--- config.mk ---
export PLATFORM = sky130hd
export DESIGN_NAME = ordinal_numeral_encoder_core
export DESIGN_NICKNAME = d
export VERILOG_FILES = /design/src/hw/rtl/ordenc_pkg.sv /design/src/hw/rtl/ordenc_ctrl.sv /design/src/hw/rtl/ordenc_dp.sv /design/src/hw/rtl/ordinal_numeral_encoder_core.sv
export SDC_FILE = /design/constraint.sdc
export NUM_CORES = 1
export LEC_CHECK = 0
export BUFFER_PORTS_ARGS = -buffer_cell sky130_fd_sc_hd__buf_2
export CAP_MARGIN = 20
export CORE_MARGIN = 4
export CORE_UTILIZATION = 26
export DETAILED_ROUTE_END_ITERATION = 12
export MAX_ROUTING_LAYER = met4
export PLACE_DENSITY = 0.39
export SLEW_MARGIN = 20
export SYNTH_ARGS = -nofsm -noshare
export SYNTH_HDL_FRONTEND = slang
export SYNTH_SLANG_ARGS = --single-unit
--- constraint.sdc ---
create_clock -name i_clk -period 8 [get_ports i_clk]
set_input_delay 0.8 -clock i_clk [delete_from_list [all_inputs] [get_ports i_clk]]
set_output_delay 0.8 -clock i_clk [all_outputs]
set_load 0.05 [all_outputs]
--- src/hw/rtl/ordenc_pkg.sv ---
// ----------------------------------------------------------------------------
// ordenc_pkg
// Types, constants and Roman numeral tables of the ordinal numeral encoder.
// ----------------------------------------------------------------------------
package ordenc_pkg;

    localparam int unsigned ALPHA_SLOTS = 4;      // digits of a 16-bit value in base 26
    localparam int unsigned DENOMS      = 13;
    localparam logic [3:0]  DENOM_TOP   = 4'd12;  // index of 1000

    localparam logic [15:0] ROMAN_LIMIT = 16'd5000;
    // floor(x / 26) == (x * 40330) >> 20 for every x below 2**16.
    localparam logic [15:0] RECIP_26    = 16'd40330;
    localparam int unsigned RECIP_SHIFT = 20;

    localparam logic [6:0] CHAR_A     = 7'h41;
    localparam logic [6:0] CHAR_QMARK = 7'h3F;
    localparam logic [6:0] CHAR_NONE  = 7'h00;
    localparam logic [6:0] CASE_BIT   = 7'h20;

    typedef enum logic [2:0] {
        ST_IDLE,
        ST_ADIV,
        ST_AOUT,
        ST_ROMAN,
        ST_SPECIAL
    } t_state;

    typedef struct packed {
        logic load;
        logic alpha_step;
        logic alpha_emit;
        logic roman_skip;
        logic roman_emit;
        logic special_emit;
    } t_cmd;

    typedef struct packed {
        logic in_zero;
        logic in_big;
        logic rem_zero;
        logic ndig_one;
        logic rem_ge;
        logic roman_fin;
        logic out_free;
    } t_stat;

    function automatic logic [15:0] denom_value(input logic [3:0] idx);
        logic [15:0] v;
        case (idx)
            4'd0:    v = 16'd1;
            4'd1:    v = 16'd4;
            4'd2:    v = 16'd5;
            4'd3:    v = 16'd9;
            4'd4:    v = 16'd10;
            4'd5:    v = 16'd40;
            4'd6:    v = 16'd50;
            4'd7:    v = 16'd90;
            4'd8:    v = 16'd100;
            4'd9:    v = 16'd400;
            4'd10:   v = 16'd500;
            4'd11:   v = 16'd900;
            4'd12:   v = 16'd1000;
            default: v = 16'd1;
        endcase
        return v;
    endfunction

    // Upper-case first symbol of each denomination.
    function automatic logic [6:0] denom_first(input logic [3:0] idx);
        logic [6:0] c;
        case (idx)
            4'd0, 4'd1, 4'd3:  c = 7'h49; // I
            4'd2:              c = 7'h56; // V
            4'd4, 4'd5, 4'd7:  c = 7'h58; // X
            4'd6:              c = 7'h4C; // L
            4'd8, 4'd9, 4'd11: c = 7'h43; // C
            4'd10:             c = 7'h44; // D
            4'd12:             c = 7'h4D; // M
            default:           c = 7'h49;
        endcase
        return c;
    endfunction

    // Upper-case second symbol of a subtractive pair, zero for single symbols.
    function automatic logic [6:0] denom_second(input logic [3:0] idx);
        logic [6:0] c;
        case (idx)
            4'd1:    c = 7'h56; // V
            4'd3:    c = 7'h58; // X
            4'd5:    c = 7'h4C; // L
            4'd7:    c = 7'h43; // C
            4'd9:    c = 7'h44; // D
            4'd11:   c = 7'h4D; // M
            default: c = 7'h00;
        endcase
        return c;
    endfunction

endpackage

--- src/hw/rtl/ordenc_ctrl.sv ---
// ----------------------------------------------------------------------------
// ordenc_ctrl
// Sequencer that walks the datapath through one value at a time.
// ----------------------------------------------------------------------------
module ordenc_ctrl
    import ordenc_pkg::*;
(
    input  logic  i_clk,
    input  logic  i_rst_n,
    input  logic  i_in_valid,
    input  logic  i_in_alpha,
    output logic  o_in_ready,
    input  t_stat i_stat,
    output t_cmd  o_cmd
);

    t_state r_state;
    t_state n_state;
    logic   accept;

    assign o_in_ready = (r_state == ST_IDLE);
    assign accept     = i_in_valid && o_in_ready;

    always_ff @(posedge i_clk) begin
        if (!i_rst_n) begin
            r_state <= ST_IDLE;
        end else begin
            r_state <= n_state;
        end
    end

    always_comb begin
        n_state = r_state;
        case (r_state)
            ST_IDLE: begin
                if (accept) begin
                    if (i_stat.in_zero) begin
                        n_state = ST_SPECIAL;
                    end else if (i_in_alpha) begin
                        n_state = ST_ADIV;
                    end else if (i_stat.in_big) begin
                        n_state = ST_SPECIAL;
                    end else begin
                        n_state = ST_ROMAN;
                    end
                end
            end
            ST_ADIV: begin
                if (i_stat.rem_zero) begin
                    n_state = ST_AOUT;
                end
            end
            ST_AOUT: begin
                if (i_stat.out_free && i_stat.ndig_one) begin
                    n_state = ST_IDLE;
                end
            end
            ST_ROMAN: begin
                if (i_stat.rem_ge && i_stat.out_free && i_stat.roman_fin) begin
                    n_state = ST_IDLE;
                end
            end
            ST_SPECIAL: begin
                if (i_stat.out_free) begin
                    n_state = ST_IDLE;
                end
            end
            default: n_state = ST_IDLE;
        endcase
    end

    always_comb begin
        o_cmd = '0;
        case (r_state)
            ST_IDLE:    o_cmd.load         = accept;
            ST_ADIV:    o_cmd.alpha_step   = !i_stat.rem_zero;
            ST_AOUT:    o_cmd.alpha_emit   = i_stat.out_free;
            ST_ROMAN: begin
                o_cmd.roman_emit = i_stat.rem_ge && i_stat.out_free;
                o_cmd.roman_skip = !i_stat.rem_ge;
            end
            ST_SPECIAL: o_cmd.special_emit = i_stat.out_free;
            default:    o_cmd = '0;
        endcase
    end

endmodule

--- src/hw/rtl/ordenc_dp.sv ---
// ----------------------------------------------------------------------------
// ordenc_dp
// Value register, base-26 digit store, Roman denomination walker and the
// output item register.
// ----------------------------------------------------------------------------
module ordenc_dp
    import ordenc_pkg::*;
#(
    parameter int unsigned VALUE_BITS = 16
) (
    input  logic        i_clk,
    input  logic        i_rst_n,
    input  logic [15:0] i_count_value,
    input  logic        i_upper,
    input  t_cmd        i_cmd,
    output t_stat       o_stat,
    input  logic        i_out_ready,
    output logic        o_out_valid,
    output logic [6:0]  o_char_code,
    output logic        o_is_empty,
    output logic        o_last
);

    // The input field carries 16 bits, so no more than that is ever used.
    localparam int unsigned VW = (VALUE_BITS < 16) ? VALUE_BITS : 16;

    logic [VW-1:0] r_rem;
    logic          r_upper;
    logic [4:0]    r_digits [ALPHA_SLOTS];
    logic [2:0]    r_ndig;
    logic [3:0]    r_didx;
    logic          r_pair;
    logic          r_out_valid;
    logic [6:0]    r_out_char;
    logic          r_out_empty;
    logic          r_out_last;

    logic [VW-1:0]    value_in;
    logic [VW-1:0]    rem_m1;
    logic [VW+15:0]   prod;
    logic [VW-1:0]    quot;
    logic [VW+4:0]    quot26;
    logic [4:0]       digit;
    logic [2:0]       ndig_m1;
    logic [6:0]       case_or;
    logic [15:0]      rem_ext;
    logic [15:0]      dval;
    logic             is_pair;
    logic             first_half;
    logic [6:0]       roman_char;
    logic             out_free;

    assign value_in = i_count_value[VW-1:0];
    assign out_free = !r_out_valid || i_out_ready;
    assign case_or  = r_upper ? 7'h00 : CASE_BIT;

    // Base-26 digit extraction on (remaining - 1) by reciprocal multiply.
    assign rem_m1 = r_rem - VW'(1);
    assign prod   = rem_m1 * RECIP_26;
    assign quot   = VW'(prod >> RECIP_SHIFT);
    assign quot26 = ({5'd0, quot} << 4) + ({5'd0, quot} << 3) + ({5'd0, quot} << 1);
    assign digit  = 5'(rem_m1 - quot26[VW-1:0]);
    assign ndig_m1 = r_ndig - 3'd1;

    assign rem_ext    = 16'(r_rem);
    assign dval       = denom_value(r_didx);
    assign is_pair    = (denom_second(r_didx) != 7'h00);
    assign first_half = is_pair && !r_pair;
    assign roman_char = (first_half || !is_pair) ? denom_first(r_didx)
                                                 : denom_second(r_didx);

    always_comb begin
        o_stat           = '0;
        o_stat.in_zero   = (value_in == '0);
        o_stat.in_big    = (16'(value_in) >= ROMAN_LIMIT);
        o_stat.rem_zero  = (r_rem == '0);
        o_stat.ndig_one  = (r_ndig == 3'd1);
        o_stat.rem_ge    = (rem_ext >= dval);
        o_stat.roman_fin = !first_half && (rem_ext == dval);
        o_stat.out_free  = out_free;
    end

    always_ff @(posedge i_clk) begin
        if (i_cmd.load) begin
            r_rem   <= value_in;
            r_upper <= i_upper;
            r_ndig  <= 3'd0;
            r_didx  <= DENOM_TOP;
            r_pair  <= 1'b0;
        end
        if (i_cmd.alpha_step) begin
            r_rem                <= quot;
            r_digits[r_ndig[1:0]] <= digit;
            r_ndig               <= r_ndig + 3'd1;
        end
        if (i_cmd.alpha_emit) begin
            r_ndig <= ndig_m1;
        end
        if (i_cmd.roman_skip) begin
            r_didx <= r_didx - 4'd1;
        end
        if (i_cmd.roman_emit) begin
            if (first_half) begin
                r_pair <= 1'b1;
            end else begin
                r_pair <= 1'b0;
                r_rem  <= VW'(rem_ext - dval);
            end
        end
    end

    // Output item register; the payload needs no reset.
    always_ff @(posedge i_clk) begin
        if (i_cmd.alpha_emit) begin
            r_out_char  <= (CHAR_A + 7'(r_digits[ndig_m1[1:0]])) | case_or;
            r_out_empty <= 1'b0;
            r_out_last  <= (r_ndig == 3'd1);
        end else if (i_cmd.roman_emit) begin
            r_out_char  <= roman_char | case_or;
            r_out_empty <= 1'b0;
            r_out_last  <= !first_half && (rem_ext == dval);
        end else if (i_cmd.special_emit) begin
            r_out_char  <= (r_rem == '0) ? CHAR_NONE : CHAR_QMARK;
            r_out_empty <= (r_rem == '0);
            r_out_last  <= 1'b1;
        end
    end

    always_ff @(posedge i_clk) begin
        if (!i_rst_n) begin
            r_out_valid <= 1'b0;
        end else if (i_cmd.alpha_emit || i_cmd.roman_emit || i_cmd.special_emit) begin
            r_out_valid <= 1'b1;
        end else if (i_out_ready) begin
            r_out_valid <= 1'b0;
        end
    end

    assign o_out_valid = r_out_valid;
    assign o_char_code = r_out_char;
    assign o_is_empty  = r_out_empty;
    assign o_last      = r_out_last;

endmodule

--- src/hw/rtl/ordinal_numeral_encoder_core.sv ---
// ----------------------------------------------------------------------------
// ordinal_numeral_encoder_core
// Renders an unsigned count as list-ordinal ASCII text, alpha or Roman.
// ----------------------------------------------------------------------------
// Usage:
//   Slave channel: tdata holds the count, tuser the style (0 lower alpha,
//   1 upper alpha, 2 lower Roman, 3 upper Roman). Each accepted item yields a
//   run of output items, one character each, most significant first, with
//   tlast on the final character of the run.
//   A count of zero yields one item with a character code of zero and the
//   empty flag in tuser set. A Roman count of 5000 or more yields a single '?'.
//   Timing: one value is handled at a time. Alpha loads the value, takes one
//   base-26 digit per divider step (at most 4) until the remainder is zero,
//   then emits the characters. Roman loads the value, then walks the
//   denominations down, skipping each one above the remainder (at most 12)
//   and emitting the characters (at most 16). Each character appears on the
//   output in the cycle after it is formed. The one-digit-per-cycle divider
//   and the single-step denomination walker carry out these steps.
//   tready is high only while the sequencer is idle; the last character of
//   a run may still sit in the output register when the next item is taken.
//   If the receiver stalls, the current character holds in the output
//   register and the sequencer waits. Synchronous reset empties the output
//   register and returns the sequencer to idle.
// ----------------------------------------------------------------------------
module ordinal_numeral_encoder_core
    import ordenc_pkg::*;
#(
    parameter int unsigned VALUE_BITS = 16
) (
    input  logic        i_clk,
    input  logic        i_rst_n,
    input  logic        i_s_tvalid,
    output logic        o_s_tready,
    input  logic [15:0] i_s_tdata,   // [15:0] count_value
    input  logic [1:0]  i_s_tuser,   // [1:0] style
    output logic        o_m_tvalid,
    input  logic        i_m_tready,
    output logic [7:0]  o_m_tdata,   // [6:0] char_code, [7] zero fill
    output logic        o_m_tuser,   // [0] is_empty
    output logic        o_m_tlast
);

    t_cmd       cmd;
    t_stat      stat;
    logic [6:0] char_code;

    // The sequencer picks alpha or Roman from the high style bit; the low
    // bit selects the letter case in the datapath.
    ordenc_ctrl u_ctrl (
        .i_clk      (i_clk),
        .i_rst_n    (i_rst_n),
        .i_in_valid (i_s_tvalid),
        .i_in_alpha (!i_s_tuser[1]),
        .o_in_ready (o_s_tready),
        .i_stat     (stat),
        .o_cmd      (cmd)
    );

    ordenc_dp #(
        .VALUE_BITS (VALUE_BITS)
    ) u_dp (
        .i_clk         (i_clk),
        .i_rst_n       (i_rst_n),
        .i_count_value (i_s_tdata),
        .i_upper       (i_s_tuser[0]),
        .i_cmd         (cmd),
        .o_stat        (stat),
        .i_out_ready   (i_m_tready),
        .o_out_valid   (o_m_tvalid),
        .o_char_code   (char_code),
        .o_is_empty    (o_m_tuser),
        .o_last        (o_m_tlast)
    );

    assign o_m_tdata = {1'b0, char_code};

endmodule

## Word level (Yosys, flattened, before mapping)

Memories as Yosys holds them, arrays and structs flattened. A register that Yosys moved wholly into a read port is not among the register bits.
Index checks and enable logic that the tools add are counted.

- Input bits: 22
- Memories kept: 3
- Register bits after elaboration: 38
- ROM bits: 240
- Bits in writable memories: 20
- Logic and storage cells: 113
- Output and inout port bits: 12

Memory list:

| memory | depth | bits a word | read ports | clocked after memory_dff | write ports | line | source |
|---|---|---|---|---|---|---|---|
| (no name shown) | 16 | 10 | 1 | 1 | 0 | ordenc_pkg.sv:50 | `case (idx)` |
| (no name shown) | 16 | 5 | 1 | 1 | 0 | ordenc_pkg.sv:72 | `case (idx)` |
| u_dp.r_digits | 4 | 5 | 1 | 0 | 1 | ordenc_dp.sv:29 | `logic [4:0] r_digits [ALPHA_SLOTS];` |

- Multiply operators: 1
- Magnitude comparators: 2
- Add/subtract/negate cells: 9
- Bitwise logic cells: 2
- Reductions and logical operators: 27
- Multiplexer cells: 42
- Equal/unequal tests: 17

Operators by type and width:

| operator | count |
|---|---|
| $mux W16 | 4 |
| $pmux W7 S6 | 1 |
| $mux W3 | 11 |
| $logic_not A16 Y1 | 2 |
| $mul A16 B15 Y31 const B | 1 |
| $mux W7 | 4 |
| $eq A16 B16 Y1 | 1 |
| $ge A16 B13 Y1 const B | 1 |
| $ge A16 B16 Y1 | 1 |
| $mux W4 | 4 |
| $sub A16 B1 Y16 const B | 1 |
| $sub A16 B16 Y16 | 1 |
| $pmux W3 S5 | 1 |
| $mux W1 | 14 |
| $or A7 B7 Y7 | 2 |
| $mux W6 | 2 |
| $add A5 B5 Y5 | 2 |
| $eq A4 B3 Y1 const B | 2 |
| $eq A4 B4 Y1 const B | 2 |
| $ne A2 B1 Y1 const B | 4 |
| $add A7 B5 Y7 const A | 1 |
| $reduce_bool A7 Y1 | 1 |
| $eq A3 B1 Y1 const B | 2 |
| $eq A3 B2 Y1 const B | 2 |
| 17 further kinds | 33 |

## Longest topological paths before layout

Gate-level depths: netlist of the first run.

- Word-level depth: 9
- Mapped depth: 34
- Gate-level depth less buffers: 34

## Hierarchy

A second synthesis of the first run with hierarchy kept.

- Cells, all modules: 911
- Area total of the unflattened synthesis: 8632.0 µm²

By module, submodules not included:

| module | area an instance (µm²) | times used | cells an instance | seq. area each (µm²) |
|---|---|---|---|---|
| ordenc_dp | 8306.7 | 1 | 873 | 1751.7 |
| ordenc_ctrl | 310.3 | 1 | 35 | 60.1 |
| ordinal_numeral_encoder_core | 15.0 | 1 | 3 | 0.0 |

## Worst setup path after synthesis of the first run

Ideal clock, no wire load.

- Kind: reg-to-reg
- From: reg u_dp.r_rem[3]
- To: mem u_dp.r_digits[0][4] (data pin)
- Buffers on the path: 0
- Data required time: 7.725 ns
- Setup slack: -0.251 ns
- Setup time: 0.275 ns
- Period minus slack after synthesis: 8.251 ns
- Data arrival time: 7.975 ns
- Cell stages (with the launch flop): 32
- Path through: dfxtp_1 -> nor4_1 -> nand2_1 -> or3_1 -> xnor2_1 -> ha_1 -> fa_1 -> inv_1 -> fa_1 -> inv_1 -> fa_1 -> fa_1 -> inv_1 -> fa_1 -> inv_1 -> ha_1 -> a211oi_1 -> nor2_1 -> a2111oi_0 -> a21oi_1 -> a211oi_1 -> nor3_1 -> ha_1 -> xnor2_1 -> ha_1 -> a21oi_1 -> xnor2_1 -> xnor2_1 -> xnor2_1 -> xnor2_1 -> xnor2_1 -> xnor2_1

- Word-level cells in the longest chain between the ends: 5

Ends and longest elaborated chain:

| what | line | source |
|---|---|---|
| start: declaration | ordenc_dp.sv:27 | `logic [VW-1:0] r_rem;` |
| start signal: assignment | ordenc_dp.sv:85 | `r_rem <= value_in;` |
| start signal: assignment | ordenc_dp.sv:92 | `r_rem <= quot;` |
| start signal: assignment | ordenc_dp.sv:107 | `r_rem <= VW'(rem_ext - dval);` |
| $sub A16 B1 Y16 * | ordenc_dp.sv:58 | `assign rem_m1 = r_rem - VW'(1);` |
| $mul A16 B15 Y31 | ordenc_dp.sv:59 | `assign prod = rem_m1 * RECIP_26;` |
| $add A5 B5 Y5 (2 in a row) | ordenc_dp.sv:61 | `assign quot26 = ({5'd0, quot} << 4) + ({5'd0, quot} << 3) + ({5'd0, quot} << 1);` |
| $sub A5 B5 Y5 * | ordenc_dp.sv:62 | `assign digit = 5'(rem_m1 - quot26[VW-1:0]);` |
| net u_dp.digit[4] | ordenc_dp.sv:43 | `logic [4:0] digit;` |
| end: declaration | ordenc_dp.sv:29 |  |

The timed path passes the listed nets; every way through them passes the cells marked *.

## Worst setup path in the final report of the first run

- From: reg u_dp.r_rem[2]
- To: mem u_dp.r_digits[0][4] (data pin)

Same word-level chain as after synthesis.

==> results.toml, run 1 <==
[cells_and_area]
synthToLayoutAreaGrowth_pct = 22.3
final_nets = 1258
diodes = 0
drive_gt1_share_pct = 19.1
post-route-cell-area_sq_um = 10500
final_common_cell = "inv_1"
final_util_pct = 32.2
final_cell_mix = "inv_1 (151), ha_1 (138), buf_4 (74), nand2_1 (68), fa_1 (64)"

[synth]
yosysWarningCount = 0
synth_nets = 1165
synth_seq_cells = 72
async_flop_share_pct = 0
ys_seq_area_share_pct = 21.2
synthDistinctLibCells = 65
synth-main-ff-cell = "edfxtp_1"
postSynthCellCount = 926
syn_avg_cell_area_sq_um = 9.23
synth_edf_count = 37
synth_area_sq_um = 8550

[critical_path]
critPathLaunchType = "flip-flop"
arrival_ps = 7800
required_ps = 8060
endpoint_kind = "flip-flop"
r2r_slack_ps = 260
worstPathMaxFanout = 4
startpoint = "u_dp.r_rem[2]$_DFF_P_"
path_class = "flip-flop to flip-flop"
regToRegStartpoint = "u_dp.r_rem[2]$_DFF_P_"
crit_top_cell = "xnor2_1"
cpMaxStageDelayCell = "fa_1"
max_stage_delay_ps = 500

[floorplanning]
boundaryPins = 34
core-area_sq_um = 32500
rows = 66
dieArea_sq_um = 35800
initial_utilization_pct = 26.3
die_w_microns = 189
die-height_microns = 189

[sta]
timing.slew.headroom_pct = 40.9
final_max_slew_viol_count = 0
worst_hold_slack_ps = 501
rsz0062_at_grt = "true"
setup_viol = 0
tightest_slew_ps = 886
finalCriticalPeriod_ps = 7740
period_share_pct = 96.8
timing.fmax_mhz = 129
hold_violations = 0
fin_skew_ps = 11.3

[outcome]
status = "complete, no violations"

[drt]
drtAntennaViolNets = 0
drtIter0Drc = 244
via_count = 6688
drc = 0
routed_wl_mm = 23.3
vias_per_cell = 4.56
drtPass1Iterations = 4
wl_per_cell_microns = 15.9

[global_route]
gr-total-overflow = 0
grt_use_total_pct = 13.6
antenna_found_initial = 0
grt_first_pass_wirelength_mm = 37.6
grt_max_degree = 24
first_global_vias = 6811

[cts]
clkTransAtPathRegs_ps = 60
clockBufferDepth = 2
clkSinkCount = 72
clock-root-buffer = "clkbuf_16"
hold_buffers = 0
h-tree-depth = 3
cts_inserted_buffers = 9
insertion_delay_ps = 340
cts_tree = "done"

[place]
dpl_cell_area_sq_um = 9630
io_buffers = 32
hpwl_mm = 19.6
gp_congestion = 0.827

[hold_path]
hold_path_class = "flip-flop to flip-flop"
min_from = "u_dp.o_is_empty$_SDFFE_PP0P_"

[run]
drv_cap = 0
-- kinds of logic after synthesis --
family                     after synthesis  share of synthesized area [%]
DFF                                     72                           21.2
buffers and inverters                  182                           8.24
xor gates and xnor gates                48                           4.92
adders and majority gates              217                           37.4
and+or+nand+nor                        221                           12.9
muxes                                    9                           1.95
other                                    1                         0.0439
AOI/OAI and AO/OA                      176                           13.4
-- flip-flops by register name, indices dropped and copies added (netlist names), named ones only --
name and cells:
u_dp.o_is_empty 1, u_dp.dval 9, u_dp.r_rem 16, u_dp.r_digits 20
u_dp.r_pair 1, u_dp.r_didx 4, u_dp.o_out_valid 1, u_dp.o_last 1
u_ctrl.r_state 3, u_dp.r_ndig 3, u_dp.o_char_code 7, u_dp.r_upper 1
-- synth_stat cells (4+ instances only) --
| cell | instances | share of area, % |
|---|---|---|
| a2111oi_0 | 4 | 0.41 |
| a211oi_1 | 8 | 0.70 |
| a21o_1 | 7 | 0.61 |
| a21oi_1 | 47 | 2.8 |
| a221o_1 | 4 | 0.47 |
| and2_1 | 7 | 0.51 |
| and3_1 | 6 | 0.44 |
| buf_1 | 4 | 0.18 |
| clkbuf_1 | 17 | 0.75 |
| dfxtp_1 | 35 | 8.2 |
| edfxtp_1 | 37 | 13 |
| fa_1 | 64 | 15 |
| ha_1 | 153 | 22 |
| inv_1 | 156 | 6.9 |
| mux4_2 | 5 | 1.3 |
| nand2_1 | 69 | 3.0 |
| nand2b_1 | 16 | 1.2 |
| nand3_1 | 17 | 1.0 |
| nand4_1 | 6 | 0.44 |
| nor2_1 | 36 | 1.6 |
| nor2b_1 | 6 | 0.44 |
| nor3_1 | 22 | 1.3 |
| nor4_1 | 11 | 0.81 |
| o211ai_1 | 13 | 1.1 |
| o21a_1 | 6 | 0.53 |
| o21ai_0 | 47 | 2.8 |
| o21bai_1 | 4 | 0.35 |
| o22ai_1 | 5 | 0.37 |
| o31ai_1 | 4 | 0.35 |
| or2_2 | 7 | 0.51 |
| or3_1 | 4 | 0.29 |
| xnor2_1 | 30 | 3.1 |
| xor2_1 | 18 | 1.8 |
-- routing by layer --
layer / up-vias / wire length (microns) / track usage, %
li1: 3375 / - / -
met1: 3224 / 11500 / 18.7
met2: 77 / 11000 / 22.0
met3: 12 / 554 / 1.84
met4: 0 / 219 / 2.37
met5: - / 0 / -
-- cell type report --
cell class	instances	area, sq um
clock buffers	11	233
clock inverters	5	56.3
fillers	3459	22000
inverters	156	586
multi-input cells	672	6460
flip-flops and latches	72	1820
well taps	442	553
repair buffers	108	738
-- timing repair --
item,in CTS,in global routing
setup endpoints to repair,4,4
setup buffers,9,7
pin swaps,16,54
endpoints found under the hold margin,0,0
gates resized for setup,19,47
-- path summary, 6_finish.rpt --
path                                         to  cells after the start
hold / removal     u_dp.o_is_empty$_SDFFE_PP0P_                      2
setup reg to reg  u_dp.r_digits[0][4]$_DFFE_PP_                     33
hold reg to reg    u_dp.o_is_empty$_SDFFE_PP0P_                      2
setup / recovery  u_dp.r_digits[0][4]$_DFFE_PP_                     33
-- worst max-delay path: cells and delay by family (launching register included) --
family	cells	cell delay, ps
AOI/OAI and AO/OA	3	480
xor gates and xnor gates	8	1290
adders and majority gates	9	3480
buffers and inverters	7	580
DFF	1	330
and+or+nand+nor	6	1300
-- through the flow --
stage	setup TNS [ps]	cells	setup slack (ps)
finish	0	1466	260
detailed placement	-1130	1435	-283
CTS	0	1460	0.906
global placement	-810	1435	-202
floorplan	0	926	11.1
global route	-696	1466	-174
Power of run 1 is left out: the tool's default activity adds up to more than one toggle a clock period on the data nets, which glitch-free logic cannot reach.
==> run 2, diff against run 1 <==
--- a/config.mk
+++ b/config.mk
@@ -5,13 +5,13 @@
 export SDC_FILE = /design/constraint.sdc
 export NUM_CORES = 1
 export LEC_CHECK = 0
-export BUFFER_PORTS_ARGS = -buffer_cell sky130_fd_sc_hd__buf_2
 export CAP_MARGIN = 20
 export CORE_MARGIN = 4
-export CORE_UTILIZATION = 26
+export CORE_UTILIZATION = 60
 export DETAILED_ROUTE_END_ITERATION = 12
+export DONT_BUFFER_PORTS = 1
 export MAX_ROUTING_LAYER = met4
-export PLACE_DENSITY = 0.39
+export PLACE_DENSITY = 0.76
 export SLEW_MARGIN = 20
 export SYNTH_ARGS = -nofsm -noshare
 export SYNTH_HDL_FRONTEND = slang
==> results.toml, run 2 (synthesis results as in run 1) <==
[sta]
hold_violations = 0
rsz0062_at_grt = "true"
setup_viol = 4
fin_skew_ps = 4.49
timing.fmax_mhz = 125
layout_setup_ws_ps = -18.5
timing.slew.headroom_pct = 32.4
period_share_pct = 100
worst_hold_slack_ps = 545
finalCriticalPeriod_ps = 8020
tightest_slew_ps = 1000
final_max_slew_viol_count = 0

[cells_and_area]
final_util_pct = 70.3
final_nets = 1214
multiInputGateArea_sq_um = 6360
final_common_cell = "inv_1"
post-route-cell-area_sq_um = 9790
diodes = 0
synthToLayoutAreaGrowth_pct = 14.6
fillers = 1027
drive_gt1_share_pct = 15.3
final_cells = 1160
final_cell_mix = "inv_1 (147), ha_1 (142), nand2_1 (68), fa_1 (64), buf_4 (61)"
largest_reg_flops = 20
seqCellArea_sq_um = 1820

[critical_path]
startpoint = "u_dp.r_rem[0]$_DFF_P_"
crit_top_cell = "xnor2_1"
r2r_slack_ps = -20
cp-endpoint = "u_dp.r_digits[0][4]$_DFFE_PP_"
path_class = "flip-flop to flip-flop"
required_ps = 8060
arrival_ps = 8080
endpoint_kind = "flip-flop"
worstPathMaxFanout = 5
r2r-end = "u_dp.r_digits[0][4]$_DFFE_PP_"
cpMaxStageDelayCell = "fa_1"
critPathLaunchType = "flip-flop"
regToRegStartpoint = "u_dp.r_rem[0]$_DFF_P_"
rr_worst_depth = 35
max_stage_delay_ps = 540

[drt]
drtAntennaViolNets = 0
routed_wl_mm = 22.0
wl_per_cell_microns = 18.9
drtPass1Iterations = 5
vias_per_cell = 5.98
via_count = 6942
drtIter0Drc = 497
drc = 0

[floorplanning]
die-height_microns = 127
core-area_sq_um = 13900
die_w_microns = 127
dieArea_sq_um = 16200
initial_utilization_pct = 61.3
boundaryPins = 34
rows = 43

[global_route]
antenna_found_initial = 0
grt_max_degree = 23
gr-total-overflow = 0
first_global_vias = 6854
grt_first_pass_wirelength_mm = 34.0
grt_use_total_pct = 27.3

[cts]
cts_tree = "done"
h-tree-depth = 3
hold_buffers = 0
clkTransAtPathRegs_ps = 60
clock-root-buffer = "clkbuf_16"
clkSinkCount = 72
clockBufferDepth = 2
insertion_delay_ps = 340
cts_inserted_buffers = 9

[outcome]
status = "finished, violations left"
violations = "setup timing"

[place]
dpl_cell_area_sq_um = 9040
hpwl_mm = 16.9
gp_congestion = 0.920
io_buffers = 0
dp.cells = 1126

[hold_path]
hold_path_class = "flip-flop to flip-flop"

[run]
drv_cap = 0
-- run 2: per-layer routing --
metal  track usage, %  vias to the layer above  share of wire, %
met3             5.43                       50               6.1
met2             45.0                      232                50
li1                 -                     3293                 -
met5                -                        -                 0
met4             8.90                        0               2.8
met1             34.0                     3367                41
-- run 2: cell type report --
type                       count  share of cell area (%)
tap                          180                    2.30
timing repair buffer          64                    5.02
clock inverter                 5                   0.562
inverter                     156                    5.98
multi-input combinational    672                    65.0
sequential                    72                    18.6
clock buffer                  11                    2.58
-- run 2: worst min path at each step --
stage	from	cells after the start	endpoint	slack, ps
6_report	u_dp.r_rem[15]$_DFF_P_	2	u_dp.r_rem[15]$_DFF_P_	550
5_1_grt	i_s_tuser[0]	0	u_dp.r_upper$_DFFE_PP_	540
4_1_cts	u_dp.r_rem[15]$_DFF_P_	2	u_dp.r_rem[15]$_DFF_P_	550
3_5_place_dp	u_dp.r_rem[15]$_DFF_P_	2	u_dp.r_rem[15]$_DFF_P_	540
3_3_place_gp	u_dp.r_rem[15]$_DFF_P_	2	u_dp.r_rem[15]$_DFF_P_	540
2_1_floorplan	u_dp.r_rem[15]$_DFF_P_	2	u_dp.r_rem[15]$_DFF_P_	500
-- run 2: what timing repair did --
| action | CTS | global route |
|---|---|---|
| gates resized for setup | 14 | 44 |
| buffers inserted | 3 | 15 |
| endpoints found under the setup margin | 4 | 4 |
| pin swaps | 7 | 49 |
| cloned | 0 | 0 |
-- run 2: per-stage QoR --
step,setup WS [ps],TNS [ps]
detailed placement,-268,-1070
global placement,-3.21,-12.8
floorplan,11.1,0
global route,-297,-1190
finish,-18.5,-73.5
CTS,2.67,0
-- run 2: critical path: cells and delay by family (launching register included) --
family	cells	cell delay, ps
AND/OR/NAND/NOR	4	510
AO/OA/AOI/OAI	5	900
adder cells (fa/ha/maj)	10	3850
XOR/XNOR	9	1580
flip-flops	1	370
buffers and inverters	7	550
Power of run 2 is left out for the same reason.
